$ cat config.mk
export PLATFORM = sky130hd
export DESIGN_NAME = adts_frame_splitter
export DESIGN_NICKNAME = d
export VERILOG_FILES = /design/src/rtl/core/adts_pkg.sv /design/src/rtl/core/adts_front.sv /design/src/rtl/core/adts_job_fifo.sv /design/src/rtl/core/adts_back.sv /design/src/rtl/core/adts_frame_splitter.sv
export SDC_FILE = /design/constraint.sdc
export NUM_CORES = 1
export LEC_CHECK = 0
export BUFFER_PORTS_ARGS = -buffer_cell sky130_fd_sc_hd__buf_2
export CORE_UTILIZATION = 35
export CTS_CLUSTER_DIAMETER = 150
export CTS_CLUSTER_SIZE = 28
export DETAILED_ROUTE_END_ITERATION = 12
export HOLD_SLACK_MARGIN = 0.03
export PLACE_DENSITY_LB_ADDON = 0.12
export SLEW_MARGIN = 30
export SYNTH_ARGS = -nofsm -noshare
export SYNTH_HDL_FRONTEND = slang
export SYNTH_SLANG_ARGS = --single-unit
$ cat constraint.sdc
create_clock -name clk -period 16.9 [get_ports clk]
set_clock_uncertainty 0.15 [all_clocks]
set_input_delay 2.535 -clock clk [delete_from_list [all_inputs] [get_ports clk]]
set_output_delay 2.535 -clock clk [all_outputs]
set_load 0.02 [all_outputs]
$ cat src/rtl/core/adts_pkg.sv
// Shared types and constants for the ADTS frame splitter.
// No dependencies; imported by every module under rtl/core.
`timescale 1ns / 1ps

package adts_pkg;

  localparam int HDR_LEN   = 7;
  localparam int HDR_IDX_W = 3;
  localparam int LEN_W     = 13;
  localparam int FNUM_W    = 16;
  localparam int JOB_DEPTH = 8;
  localparam int JOB_PTR_W = 3;
  localparam int JOB_CNT_W = 4;

  localparam logic [7:0]           SYNC_BYTE    = 8'hFF;
  localparam logic [3:0]           SYNC_NIBBLE  = 4'hF;
  localparam logic [HDR_IDX_W-1:0] HDR_LAST_IDX = HDR_IDX_W'(HDR_LEN - 1);
  localparam logic [LEN_W-1:0]     HDR_LEN_L    = LEN_W'(HDR_LEN);

  typedef enum logic [2:0] {
    PH_HUNT = 3'b001,
    PH_HEAD = 3'b010,
    PH_BODY = 3'b100
  } adts_phase_t;

  // One queued job: a whole header burst or a single payload byte.
  typedef struct packed {
    logic                         is_hdr;
    logic [HDR_LEN-1:0][7:0]      bytes;      // body jobs use bytes[0]
    logic                         frame_end;  // job closes the frame
    logic [LEN_W-1:0]             frame_length;
    logic [1:0]                   profile;
    logic [3:0]                   rate_index;
    logic [FNUM_W-1:0]            frame_number;
  } adts_job_t;

  typedef struct packed {
    logic full;
    logic empty;
  } adts_q_stat_t;

endpackage

$ cat src/rtl/core/adts_front.sv
// Front end: byte intake, sync hunt, header capture and job build.
// Depends on adts_pkg; feeds adts_job_fifo.
`timescale 1ns / 1ps

module adts_front import adts_pkg::*; (
  input  logic         clk,
  input  logic         rst_n,
  input  logic         in_valid,
  input  logic [7:0]   in_byte,
  output logic         in_ready,
  input  adts_q_stat_t q_stat,
  output logic         push,
  output adts_job_t    push_job
);

  adts_phase_t               phase_r, phase_nxt;
  logic                      prev_ff_r, prev_ff_nxt;
  logic [HDR_IDX_W-1:0]      hcount_r, hcount_nxt;
  logic [LEN_W-1:0]          left_r, left_nxt;
  logic [FNUM_W-1:0]         fcount_r, fcount_nxt;
  logic [HDR_LEN-1:0][7:0]   store_r;

  logic             accept;
  logic             sync_hit;
  logic             head_we;
  logic [LEN_W-1:0] cur_len;

  assign in_ready = !q_stat.full;
  assign accept   = in_valid && in_ready;
  assign cur_len  = {store_r[3][1:0], store_r[4], store_r[5][7:5]};

  always_comb begin
    phase_nxt   = phase_r;
    prev_ff_nxt = prev_ff_r;
    hcount_nxt  = hcount_r;
    left_nxt    = left_r;
    fcount_nxt  = fcount_r;
    sync_hit    = 1'b0;
    head_we     = 1'b0;
    push        = 1'b0;

    push_job              = '0;
    push_job.frame_length = cur_len;
    push_job.profile      = store_r[2][7:6];
    push_job.rate_index   = store_r[2][5:2];
    push_job.frame_number = fcount_r;

    if (accept) begin
      unique case (phase_r)
        PH_HEAD: begin
          head_we = 1'b1;
          if (hcount_r == HDR_LAST_IDX) begin
            // header bytes 3..5 are already held, length is final here
            if (cur_len < HDR_LEN_L) begin
              phase_nxt   = PH_HUNT;
              hcount_nxt  = '0;
              prev_ff_nxt = (in_byte == SYNC_BYTE);
            end else begin
              push            = 1'b1;
              push_job.is_hdr = 1'b1;
              for (int k = 0; k < HDR_LEN - 1; k++) begin
                push_job.bytes[k] = store_r[k];
              end
              push_job.bytes[HDR_LEN-1] = in_byte;
              push_job.frame_end        = (cur_len == HDR_LEN_L);
              if (cur_len == HDR_LEN_L) begin
                fcount_nxt  = fcount_r + 1'b1;
                phase_nxt   = PH_HUNT;
                prev_ff_nxt = 1'b0;
                hcount_nxt  = '0;
                left_nxt    = '0;
              end else begin
                left_nxt  = cur_len - HDR_LEN_L;
                phase_nxt = PH_BODY;
              end
            end
          end else begin
            hcount_nxt = hcount_r + 1'b1;
          end
        end
        PH_BODY: begin
          push               = 1'b1;
          push_job.bytes[0]  = in_byte;
          push_job.frame_end = (left_r <= LEN_W'(1));
          if (left_r <= LEN_W'(1)) begin
            fcount_nxt  = fcount_r + 1'b1;
            phase_nxt   = PH_HUNT;
            prev_ff_nxt = 1'b0;
            hcount_nxt  = '0;
            left_nxt    = '0;
          end else begin
            left_nxt = left_r - 1'b1;
          end
        end
        default: begin
          // hunting; an illegal phase code behaves the same
          if (prev_ff_r && (in_byte[7:4] == SYNC_NIBBLE)) begin
            sync_hit    = 1'b1;
            hcount_nxt  = HDR_IDX_W'(2);
            prev_ff_nxt = 1'b0;
            phase_nxt   = PH_HEAD;
          end else begin
            phase_nxt   = PH_HUNT;
            prev_ff_nxt = (in_byte == SYNC_BYTE);
          end
        end
      endcase
    end
  end

  always_ff @(posedge clk) begin
    if (!rst_n) begin
      phase_r   <= PH_HUNT;
      prev_ff_r <= 1'b0;
      hcount_r  <= '0;
      left_r    <= '0;
      fcount_r  <= '0;
    end else begin
      phase_r   <= phase_nxt;
      prev_ff_r <= prev_ff_nxt;
      hcount_r  <= hcount_nxt;
      left_r    <= left_nxt;
      fcount_r  <= fcount_nxt;
    end
  end

  always_ff @(posedge clk) begin
    if (sync_hit) begin
      store_r[0] <= SYNC_BYTE;
      store_r[1] <= in_byte;
    end
    if (head_we) begin
      store_r[hcount_r] <= in_byte;
    end
  end

`ifndef SYNTH
  a_head_count: assert property (@(posedge clk) disable iff (!rst_n)
    (phase_r == PH_HEAD) |-> (hcount_r >= HDR_IDX_W'(2) && hcount_r <= HDR_LAST_IDX))
    else $error("header count out of range while collecting header");
  a_sync_enters_head: assert property (@(posedge clk) disable iff (!rst_n)
    sync_hit |=> (phase_r == PH_HEAD && !prev_ff_r))
    else $error("sync pair did not start header capture");
`endif

endmodule

$ cat src/rtl/core/adts_job_fifo.sv
// Short job queue between front end and output sequencer.
// Depends on adts_pkg (adts_job_t, depth constants).
`timescale 1ns / 1ps

module adts_job_fifo import adts_pkg::*; (
  input  logic         clk,
  input  logic         rst_n,
  input  logic         push,
  input  adts_job_t    push_job,
  input  logic         pop,
  output adts_job_t    head_job,
  output adts_q_stat_t q_stat
);

  adts_job_t               slot_r [JOB_DEPTH];
  logic [JOB_PTR_W-1:0]    wr_ptr_r, rd_ptr_r;
  logic [JOB_CNT_W-1:0]    count_r, count_nxt;

  assign q_stat.full  = (count_r == JOB_CNT_W'(JOB_DEPTH));
  assign q_stat.empty = (count_r == '0);
  assign head_job     = slot_r[rd_ptr_r];

  always_comb begin
    count_nxt = count_r;
    if (push && !pop) begin
      count_nxt = count_r + 1'b1;
    end else if (pop && !push) begin
      count_nxt = count_r - 1'b1;
    end
  end

  always_ff @(posedge clk) begin
    if (!rst_n) begin
      wr_ptr_r <= '0;
      rd_ptr_r <= '0;
      count_r  <= '0;
    end else begin
      if (push) begin
        wr_ptr_r <= wr_ptr_r + 1'b1;
      end
      if (pop) begin
        rd_ptr_r <= rd_ptr_r + 1'b1;
      end
      count_r <= count_nxt;
    end
  end

  always_ff @(posedge clk) begin
    if (push) begin
      slot_r[wr_ptr_r] <= push_job;
    end
  end

`ifndef SYNTH
  a_no_overflow: assert property (@(posedge clk) disable iff (!rst_n)
    push |-> (!q_stat.full || pop))
    else $error("job queue overflow");
  a_no_underflow: assert property (@(posedge clk) disable iff (!rst_n)
    pop |-> !q_stat.empty)
    else $error("job queue underflow");
`endif

endmodule

$ cat src/rtl/core/adts_back.sv
// Output sequencer: expands queued jobs into output words.
// Depends on adts_pkg; pulls jobs from adts_job_fifo.
`timescale 1ns / 1ps

module adts_back import adts_pkg::*; (
  input  logic         clk,
  input  logic         rst_n,
  input  adts_job_t    head_job,
  input  adts_q_stat_t q_stat,
  output logic         pop,
  output logic         out_valid,
  input  logic         out_ready,
  output logic [7:0]   frame_byte,
  output logic         frame_start,
  output logic         frame_end,
  output logic         run_last,
  output logic [LEN_W-1:0]  frame_length,
  output logic [1:0]        profile,
  output logic [3:0]        rate_index,
  output logic [FNUM_W-1:0] frame_number
);

  adts_job_t            job_r;
  logic                 active_r;
  logic [HDR_IDX_W-1:0] idx_r;

  logic fire;
  logic job_done;
  logic take;

  assign out_valid = active_r;
  assign fire      = active_r && out_ready;
  assign job_done  = !job_r.is_hdr || (idx_r == HDR_LAST_IDX);
  assign take      = !active_r || (fire && job_done);
  assign pop       = take && !q_stat.empty;

  assign frame_byte   = job_r.bytes[idx_r];
  assign frame_start  = job_r.is_hdr && (idx_r == '0);
  assign run_last     = job_done;
  assign frame_end    = job_r.frame_end && job_done;
  assign frame_length = job_r.frame_length;
  assign profile      = job_r.profile;
  assign rate_index   = job_r.rate_index;
  assign frame_number = job_r.frame_number;

  always_ff @(posedge clk) begin
    if (!rst_n) begin
      active_r <= 1'b0;
      idx_r    <= '0;
    end else begin
      if (take) begin
        active_r <= !q_stat.empty;
        idx_r    <= '0;
      end else if (fire) begin
        idx_r <= idx_r + 1'b1;
      end
    end
  end

  always_ff @(posedge clk) begin
    if (pop) begin
      job_r <= head_job;
    end
  end

`ifndef SYNTH
  a_body_single: assert property (@(posedge clk) disable iff (!rst_n)
    (active_r && !job_r.is_hdr) |-> (idx_r == '0))
    else $error("payload job advanced past its only word");
  a_idx_range: assert property (@(posedge clk) disable iff (!rst_n)
    active_r |-> (idx_r <= HDR_LAST_IDX))
    else $error("header word index out of range");
`endif

endmodule

$ cat src/rtl/core/adts_frame_splitter.sv
// ADTS frame splitter top: one stream byte in per cycle, frame bytes out.
// Jobs pass the queue, then job_r; output words leave only while out_tready is high.
// Throughput: 1 input byte per cycle; 1 output word per cycle, a header leaves as 7.
// An 8-deep job queue absorbs the header burst; input stalls only when it is full.
// Reset: synchronous active-low rst_n clears the control state.
`timescale 1ns / 1ps

module adts_frame_splitter import adts_pkg::*; (
  input  logic        clk,
  input  logic        rst_n,
  input  logic        in_tvalid,
  output logic        in_tready,
  input  logic [7:0]  in_tdata,   // [7:0] in_byte
  output logic        out_tvalid,
  input  logic        out_tready,
  output logic [47:0] out_tdata,  // [7:0] frame_byte, [20:8] frame_length,
                                  // [22:21] profile, [26:23] rate_index,
                                  // [42:27] frame_number, [47:43] zero
  output logic        out_tlast,  // frame_end
  output logic [1:0]  out_tuser   // [0] frame_start, [1] run_last
);

  adts_q_stat_t      q_stat;
  adts_job_t         push_job, head_job;
  logic              push, pop;
  logic [7:0]        frame_byte;
  logic              frame_start, frame_end, run_last;
  logic [LEN_W-1:0]  frame_length;
  logic [1:0]        profile;
  logic [3:0]        rate_index;
  logic [FNUM_W-1:0] frame_number;

  adts_front u_front (
    .clk      (clk),
    .rst_n    (rst_n),
    .in_valid (in_tvalid),
    .in_byte  (in_tdata),
    .in_ready (in_tready),
    .q_stat   (q_stat),
    .push     (push),
    .push_job (push_job)
  );

  adts_job_fifo u_fifo (
    .clk      (clk),
    .rst_n    (rst_n),
    .push     (push),
    .push_job (push_job),
    .pop      (pop),
    .head_job (head_job),
    .q_stat   (q_stat)
  );

  adts_back u_back (
    .clk          (clk),
    .rst_n        (rst_n),
    .head_job     (head_job),
    .q_stat       (q_stat),
    .pop          (pop),
    .out_valid    (out_tvalid),
    .out_ready    (out_tready),
    .frame_byte   (frame_byte),
    .frame_start  (frame_start),
    .frame_end    (frame_end),
    .run_last     (run_last),
    .frame_length (frame_length),
    .profile      (profile),
    .rate_index   (rate_index),
    .frame_number (frame_number)
  );

  assign out_tdata = {5'b0, frame_number, rate_index, profile, frame_length, frame_byte};
  assign out_tlast = frame_end;
  assign out_tuser = {run_last, frame_start};

endmodule
== Word level (Yosys, flattened, before mapping) ==
Memory sizes are Yosys's and may differ from the RTL's. A register that Yosys moved wholly into a read port is not among the register bits.
Index checks and enable logic that the tools add are counted.
Storage, ports and cells
  flip-flop bits (word level): 106
  input port bits: 12
  bits in read-only memories: 0
  logic and storage cells: 130
  bits in latches: 0
  memories: 1
  bits in writable memories: 744
Memories
  u_fifo.slot_r: words 8, width 93, read ports 1, clocked after Yosys merged registers in 1, write ports 1, RTL line adts_job_fifo.sv:15  | adts_job_t slot_r [JOB_DEPTH];
Cells by class
  reductions and logical operators: 30
  mux-type cells: 53
  add/sub/neg operators: 9
  shift operators: 0
  divide/modulo/power cells: 0
  equal/unequal tests: 14
  bitwise gates (word level): 1
  $lt $le $gt $ge: 5
  multiply operators: 0
Operator list (number)
  $mux 58: 3
  $mux 16: 6
  $bwmux 56: 1
  $mux 13: 4
  $mux 49: 1
  $pmux 16 s2: 1
  $mux 3: 9
  $pmux 13 s2: 1
  $bmux 8 s3: 1
  $demux 8 s3: 1
  $pmux 9 s2: 1
  $add 16x1->16 const B: 1
  $mux 8: 2
  $mux 1: 15
  $eq 13x3->1 const B: 1
  $le 13x1->1 const B: 1
  $lt 13x3->1 const B: 1
  $sub 13x1->13 const B: 1
  $sub 13x3->13 const B: 1
  $add 3x1->3 const B: 4
  $pmux 3 s2: 2
  $reduce_and 4->1: 3
  $logic_and 1x1->1: 10
  $eq 3x3->1 const B: 3
  24 further kinds: 38

== Logic depth before layout (Yosys ltp) ==
Gate-level depths: netlist (run 1).
  depth in word-level cells: 9
  gate-level depth with buffers: 16

== Hierarchy ==
Synthesis (run 1) repeated with hierarchy kept, for this count alone.
Second synthesis, totals
  cell total of the unflattened synthesis: 1824
  area, all modules: 36889.1 µm²
By module, submodules not included
  adts_job_fifo: times used 1, area an instance 28547.4 µm², sequential area each 22601.7 µm², cells an instance 1144
  adts_front: times used 1, area an instance 4430.5 µm², sequential area each 2001.9 µm², cells an instance 469
  adts_back: times used 1, area an instance 3854.9 µm², sequential area each 2872.8 µm², cells an instance 203
  adts_frame_splitter: times used 1, area an instance 56.3 µm², sequential area each 0.0 µm², cells an instance 8

== Worst setup path before layout (run 1) ==
OpenSTA, ideal clock, no wires.
  kind: input port to flip-flop
  start: input port in_tvalid
  end: memory u_fifo.slot_r[0][0] (netlist name), enable pin
  stages on the path: 4
  required time: 15.977 ns
  arrival time: 11.848 ns
  path slack: 4.129 ns
  path through: and2_1 clkbuf_1 o21ai_4 nor4_1
Between the ends
  cells in the longest elaborated chain, start to end: 4
RTL lines
  start: declaration: RTL line adts_frame_splitter.sv:11  | input logic in_tvalid,
  $logic_and 1x1->1: RTL line adts_front.sv:29  | assign accept = in_valid && in_ready;
  $mux 1: RTL line adts_front.sv:48  | if (accept) begin
  $mux 1: RTL line adts_job_fifo.sv:49  | if (push) begin
  $mux 1 (not written as such): RTL line adts_job_fifo.sv:50  | slot_r[wr_ptr_r] <= push_job;
  end: declaration: RTL line adts_job_fifo.sv:15
Every way passes these cells.

== Final worst setup path (run 1) ==
  start: register u_back.idx_r[0]
  end: output port out_tdata[4]
Between the ends
  cells in the longest elaborated chain, start to end: 2
RTL lines
  start: declaration: RTL line adts_back.sv:25  | logic [HDR_IDX_W-1:0] idx_r;
  start signal: assignment: RTL line adts_back.sv:55  | idx_r <= idx_r + 1'b1;
  $bmux 8 s3: RTL line adts_back.sv:37  | assign frame_byte = job_r.bytes[idx_r];
  $mux 8 (not written as such): RTL line adts_back.sv:37
  end: declaration: RTL line adts_frame_splitter.sv:16  | output logic [47:0] out_tdata,
Every way passes these cells. The select of a mux whose other input is x is not followed.

==> results of run 1 <==
## per-layer routing
layer	up-vias	part of all wire (%)
met1	9088	48
met4	0	1.2
met3	60	3.0
met2	275	48
li1	7288	-
met5	-	0
## worst paths after layout
check | end | slack (ns) | cells after the start
worst max-delay path | out_tdata[4] | 11.60 | 5
worst min-delay path | u_front.store_r[10] | 0.34 | 1
worst max register to register | u_fifo.count_r[3] | 12.39 | 13
worst min register to register | u_front.store_r[10] | 0.34 | 1
## cell type report
type	instances	area share (%)
sequential	935	69.5
inverter	11	0.105
tap	1368	4.34
multi-input combinational	748	21.4
timing repair buffer	99	1.71
clock inverter	1	0.0508
clock buffer	69	2.87
## cells by family after synthesis
logic type | Yosys count | synth area share [%]
other | 1 | 0.0103
buffers and inverters | 129 | 1.78
AOI/OAI and AO/OA | 127 | 2.37
DFF | 935 | 75.3
muxes | 308 | 15.5
adders and majority gates | 13 | 0.467
xor gates and xnor gates | 32 | 0.769
and+or+nand+nor | 263 | 3.86
## power by group
part | leakage (uW) | total, uW | internal [uW] | switching (uW)
Combinational | 0.00290 | 1000 | 431 | 572
Clock | 0.000548 | 1160 | 467 | 696
Sequential | 0.00908 | 2800 | 2710 | 90.0
## sequential cells by signal (all words and copies together), names as in the netlist, 4 cells and up
name	flops
u_front.push_job	19
u_back.rate_index	4
u_front.fcount_r	16
u_front.store_r	29
u_fifo.slot_r	744
u_front.left_r	13
u_back.frame_length	13
u_back.frame_number	16
u_back.job_r	58
u_fifo.count_r	4
## cells in the final DEF, fill, tap and decap left out, drive strengths merged, types with 3 or more instances in the layout
master   synthesis  layout
or3             12      12
conb             1       5
a22oi            8       8
o211a            3       3
xor2            11      11
xnor2           21      21
a32o             5       5
o211ai           5       5
o2111ai          8       8
nand3           11      11
buf             65      99
a31oi            4       4
o21ai           26      26
edfxtp         869     869
inv             11      12
nor2            78      78
o32ai            3       3
nand2b           5       5
ha              12      12
and4             3       3
and2            69      69
and3             9       9
nand2           37      37
nor3            15      15
nand4            4       4
mux2           101     101
dfxtp           66      66
nor2b            6       6
clkbuf          53      69
a21boi           7       7
a21oi           38      38
nor4             6       6
o22ai            4       4
mux4           194     194
mux2i           13      13
## stage by stage
step                      instances  utilization, %  power (uW)
final                          3231            38.5        4960
after global routing           3231            38.5        5180
after CTS                      3229            38.4        5040
after detailed placement       3159            37.3        3870
after global placement         3159            37.3        3870
after floorplan                1812               -        3570
==> metrics.md, run 1 <==
| Metric | Value |
|---|---|
| Die Wd | ~320 um |
| Async S/R FF share, synth | 0% |
| Clock Path Buffers | 3 |
| VDD IR max | ~110 uV |
| Worst hold start | u_front.store_r[10] |
| Crit path launch type | flop |
| Max-slew violations | 0 |
| Gpl congestion | 0.735 |
| Post-synth top cells | 869 x edfxtp_1, 194 x mux4_2, 101 x mux2_2 |
| Sequential fraction of the synthesis area | 75.3% |
| Initial antenna violation count | 4 |
| Status | finished clean |
| Reg area | about 0.027 mm^2 |
| Fin Setup TNS | 0 ns |
| CP Cell Sequence | inv_1 > nor2_1 > a21oi_1 > a21oi_1 > buf_2 |
| Leakage | 0.0125 uW |
| First-pass GRT wire length | roughly 120000 um |
| Crit. End Element | output pin |
| Total clock sinks | 935 |
| Cells after synthesis | around 1800 |
| Number of global-route vias before repair | 17800 |
| Fillers | a little over 9000 |
| Initial DRC count | ~1400 |
| Reg2Reg Launch Point | u_front.push_job[29] |
| Final hold slack | 0.341 ns |
| WL final | 83500 um |
| Total CTS buffers | 39 |
| Top-count cell post-synth | edfxtp_1 |
| Final min period | 5.30 ns |
| Gates resized, CTS repair | 0 |
| Worst EP arrival | approximately 2.6 ns |
| Number of antenna diodes | 0 |
| Master of the slowest instance on the critical path | dfxtp_2 |
| Ports | 65 |
| Ratio of cells with drive above 1 in the final layout | roughly a quarter |
| Post-synth top area share | 71.6% |
| Number of flops mapped to enable cells by yosys | 869 |
| Total gr overflow | 0 |
| Met3 Usage GRT | around 1.6% |
| Critical Path Start | u_back.idx_r[0] |
| WS Path Type | reg2out |
| Met1 GRT Util | a little under a quarter |
| Vias per cell | between 5 and 6 |
| Cell taking the most area after synthesis | edfxtp_1 |
| Largest net degree at the start of global routing | 81 |
| Routed WL per cell | around 26 um |
| Synth warn | 0 |
| CTS root buf | clkbuf_16 |
| Fin area | about 0.04 mm^2 |
| CTS tree | yes |
| Mapped Area | ~0.036 mm^2 |
| Routed via count | 16700 |
| H-Tree Depth | 2 |
| Max Cap Violations | 0 |
| HP Class | reg2reg |
| Post-CTS setup buffer count | 0 |
| Worst slew pin tran | a little under 1 ns |
| Synth top area cells | edfxtp_1 72%, mux4_2 12%, dfxtp_1 3.6% |
| Mapped Avg Cell Area | 20.1 um^2 |
| Final setup margin | about 12 ns |
| Final-stage net count | 1859 |
| Synth Flop Type | edfxtp_1 |
| # hold bufs at CTS | 0 |
| DR DRC count | 0 |
| Period utilization | a little under a third |
| ANT nets after route | 0 |
| Core area | 0.102 mm^2 |
| Core Rows | about 120 |
| Post-place instance area | approximately 0.038 mm^2 |
| Final setup viols | 0 |
| M2 GR Usage | about a quarter |
| Most frequent CP cell | a21oi_1 |
| Place WS | approximately 11 ns |
| HPWL after DPL | 46000 um |
| CP delay by family, top | flip-flops |
| Combined area of the multi-input logic cells | 0.00844 mm^2 |
| Worst skew pair latency | 0.61 ns |
| P per Cell Area | roughly 130 mW/mm^2 |
| Netlist cell types | slightly below 70 |
| CP peak stage delay | approximately 0.74 ns |
| Flops & latches, synth | ~940 |
| Die ar. | ~0.11 mm^2 |
| PortBufs | a little under 60 |
| Total track usage | between 10% and 20% |
| Final hold vios | 0 |
| CP Max Fanout | 18 |
| Router iterations before antenna repair | 5 |
| Worst-path clk slew | about 0.10 ns |
| Crit path required time | about 14 ns |
| GRT busiest layer | met2 |
| Max Clock Freq | approximately 190 MHz |
| Starting Density | about 36% |
| RSZ-0062 raised after global routing | no |
| CP bufs+invs | 2 |
| DIE HEIGHT | between 300 and 400 um |
| Max transition margin | 35.6% |
| Area Overhead vs Synth | 8.30% |
No activity file was read; power rests on OpenSTA's default activity.
==> inputs of run 2 (changes only) <==
clock period = 5.2 ns   (was 16.9 ns; I/O delays follow)
==> run 2 against run 1 <==
  * Utilization increased by 0.13 points
  * Setup slack got worse by 11 ns
  * Critical path depth increased by 8
  * Final cell count decreased by 0.12%
  * Critical path type is now reg2reg
  * Flip-flop and latch count unchanged
  * Clock power increased to 3.3 times the previous value
  * Die area unchanged
  * First-iteration DRC count increased by 4.8%
  * Total power increased to 3.3 times the previous value
  * Sequential power increased to 3.3 times the previous value
  * Combinational power increased to 3.2 times the previous value
  * Global-route usage increased by 0.27 points
==> metrics.md, run 2 (same netlist as run 1, synthesis figures left out) <==
| Metric | Value |
|---|---|
| Clock Path Buffers | 3 (unchanged) |
| WS Path Type | reg2reg (was reg2out) |
| Most flops, register | u_fifo.slot_r (unchanged) |
| Core Rows | 117 (unchanged) |
| Gates resized, CTS repair | 0 (unchanged) |
| Fin area | 0.0396 mm^2 (was 0.0394 mm^2) |
| Clock power share | 23.5% (was 23.4%) |
| Die ar. | 0.105 mm^2 (unchanged) |
| Worst EP arrival | 4.92 ns (was 2.62 ns) |
| Most frequent cells in the layout | 869 x edfxtp_1, 194 x mux4_2, 101 x mux2_2, 71 x nor2_1, 69 x and2_1 (was 869 x edfxtp_1, 194 x mux4_2, 101 x mux2_2, 72 x nor2_1, 69 x and2_1) |
| PortBufs | 59 (unchanged) |
| Router iterations before antenna repair | 7 (was 5) |
| Total track usage | 16.1% (was 15.8%) |
| ANT nets after route | 0 (unchanged) |
| Int Power | 11700 uW (was 3600 uW) |
| Max Clock Freq | between 200 and 250 MHz |
| Combined area of the multi-input logic cells | 0.00849 mm^2 (was 0.00844 mm^2) |
| Max-slew violations | 0 (unchanged) |
| Die Wd | 325 um (unchanged) |
| Largest net degree at the start of global routing | 91 (was 81) |
| Initial antenna violation count | 7 (was 4) |
| First-pass GRT wire length | 124000 um (was 122000 um) |
| Period utilization | about 87% |
| Final min period | 4.52 ns |
| Final-stage net count | 1855 (was 1859) |
| CTS tree | yes (unchanged) |
| Gpl congestion | 0.778 (was 0.735) |
| Final hold vios | 0 (unchanged) |
| M2 GR Usage | 26.1% (was 25.7%) |
| Worst-path clk slew | 0.12 ns (was 0.10 ns) |
| RSZ-0062 raised after global routing | no (unchanged) |
| Reg area | 0.0274 mm^2 (about the same) |
| Area Overhead vs Synth | 8.67% (was 8.30%) |
| Core area | 0.102 mm^2 (unchanged) |
| # hold bufs at CTS | 0 (unchanged) |
| Biggest regs | u_fifo.slot_r x744, u_back.job_r x58, u_front.store_r x29 (unchanged) |
| Ports | 65 (unchanged) |
| Met3 Usage GRT | 1.98% (was 1.61%) |
| Status | finished clean (unchanged) |
| Number of antenna diodes | 0 (unchanged) |
| Total CTS buffers | 39 (unchanged) |
| HP Class | in2reg (was reg2reg) |
| P per Cell Area | 408 mW/mm^2 (was 126 mW/mm^2) |
| DR DRC count | 0 (unchanged) |
| GRT busiest layer | met2 (unchanged) |
| Leakage | 0.0125 uW (about the same) |
| DIE HEIGHT | 325 um (unchanged) |
| Starting Density | 35.5% (unchanged) |
| Max reg flops | 744 (unchanged) |
| Fillers | 9345 (was 9330) |
| VDD IR max | 323 uV (was 108 uV) |
| Comb pwr share | 20.1% (was 20.2%) |
| Total gr overflow | 0 (unchanged) |
| Routed WL per cell | 26.3 um (was 25.8 um) |
| Max Cap Violations | 0 (unchanged) |
| CP Max Fanout | 19 (was 18) |
| Routed via count | 16900 (was 16700) |
| Met1 GRT Util | 23.5% (was 23.3%) |
| H-Tree Depth | 2 (unchanged) |
| Vias per cell | 5.23 (was 5.17) |
| Crit path launch type | flop (unchanged) |
| Fin cells | 3227 (was 3231) |
| Most common cell after layout, fill and taps aside | edfxtp_1 (unchanged) |
| Inst Count DP | 3155 (was 3159) |
| Post-place instance area | 0.0384 mm^2 (was 0.0382 mm^2) |
| CTS root buf | clkbuf_16 (unchanged) |
| Crit. End Element | flop (was output pin) |
| Initial DRC count | 1514 (was 1444) |
| Net switching power | 4420 uW (was 1360 uW) |
| Ratio of cells with drive above 1 in the final layout | 25.0% (was 25.1%) |
| Post-CTS setup buffer count | 0 (unchanged) |
| Number of global-route vias before repair | 17800 (about the same) |
| Worst skew pair latency | 0.62 ns (was 0.61 ns) |
| Switch share | 27.4% (about the same) |
| Worst slew pin tran | 0.949 ns (was 0.966 ns) |
| Total clock sinks | 935 (unchanged) |
| Crit path required time | 5.60 ns (was 14.22 ns) |
| HPWL after DPL | 45900 um (was 46000 um) |
| Seq pwr share | 56.4% (about the same) |
| WL final | 84900 um (was 83500 um) |
| Max transition margin | 36.1% (was 35.6%) |
| Final setup viols | 0 (unchanged) |
[run 2: worst paths after layout]
path                             start                  end  slack [ns]  depth (start not counted)
hold reg to reg    u_front.store_r[10]  u_front.store_r[10]        0.33                          1
setup / recovery  u_front.push_job[29]    u_fifo.count_r[3]        0.68                         13
setup reg to reg  u_front.push_job[29]    u_fifo.count_r[3]        0.68                         13
hold / removal              out_tready      u_back.idx_r[1]        0.31                          3
[run 2: through the flow]
| stage | total power, uW | hold WS (ns) | util [%] | worst slack [ns] | setup TNS (ns) |
|---|---|---|---|---|---|
| after floorplan | 11600 | 0.299 | - | -1.27 | -578.90 |
| after global placement | 12600 | 0.308 | 37.5 | 0.709 | 0 |
| after global routing | 16800 | 0.309 | 38.6 | 0.434 | 0 |
| after CTS | 16400 | 0.272 | 38.6 | 0.631 | 0 |
| final | 16100 | 0.314 | 38.6 | 0.680 | 0 |
| after detailed placement | 12600 | 0.312 | 37.5 | 0.651 | 0 |
[run 2: critical path, cell delays in order, from the launching register on]
cell and delay [ns]:
edfxtp_1 0.61, or4_4 0.61, nor4_2 0.51, nor2_2 0.23, o21ai_4 0.47, inv_2 0.27
ha_1 0.30, inv_1 0.12, ha_1 0.24, a21o_1 0.18, a21oi_1 0.19, xnor2_1 0.10
or3_1 0.30, a21boi_0 0.18
[run 2: cell type report]
cell class | instances | share of cell area, %
Multi-Input combinational cell | 748 | 21.4
Clock inverter | 1 | 0.0506
Clock buffer | 69 | 2.86
Tap cell | 1368 | 4.32
Timing Repair Buffer | 95 | 1.92
Inverter | 11 | 0.104
Sequential cell | 935 | 69.3
[run 2: power by group through the flow]
stage               logic [uW]  clock network, uW  registers, uW
finish                    3240               3790           9110
global placement          3300                  0           9320
global route              3510               4150           9170
CTS                       3310               3940           9160
floorplan                 2490                  0           9070
detailed placement        3300                  0           9320
[run 2: metal layers]
metal	vias up	part of all wire, %
met1	9156	47
li1	7280	-
met5	-	0.032
met2	365	47
met4	4	1.4
met3	73	4.0
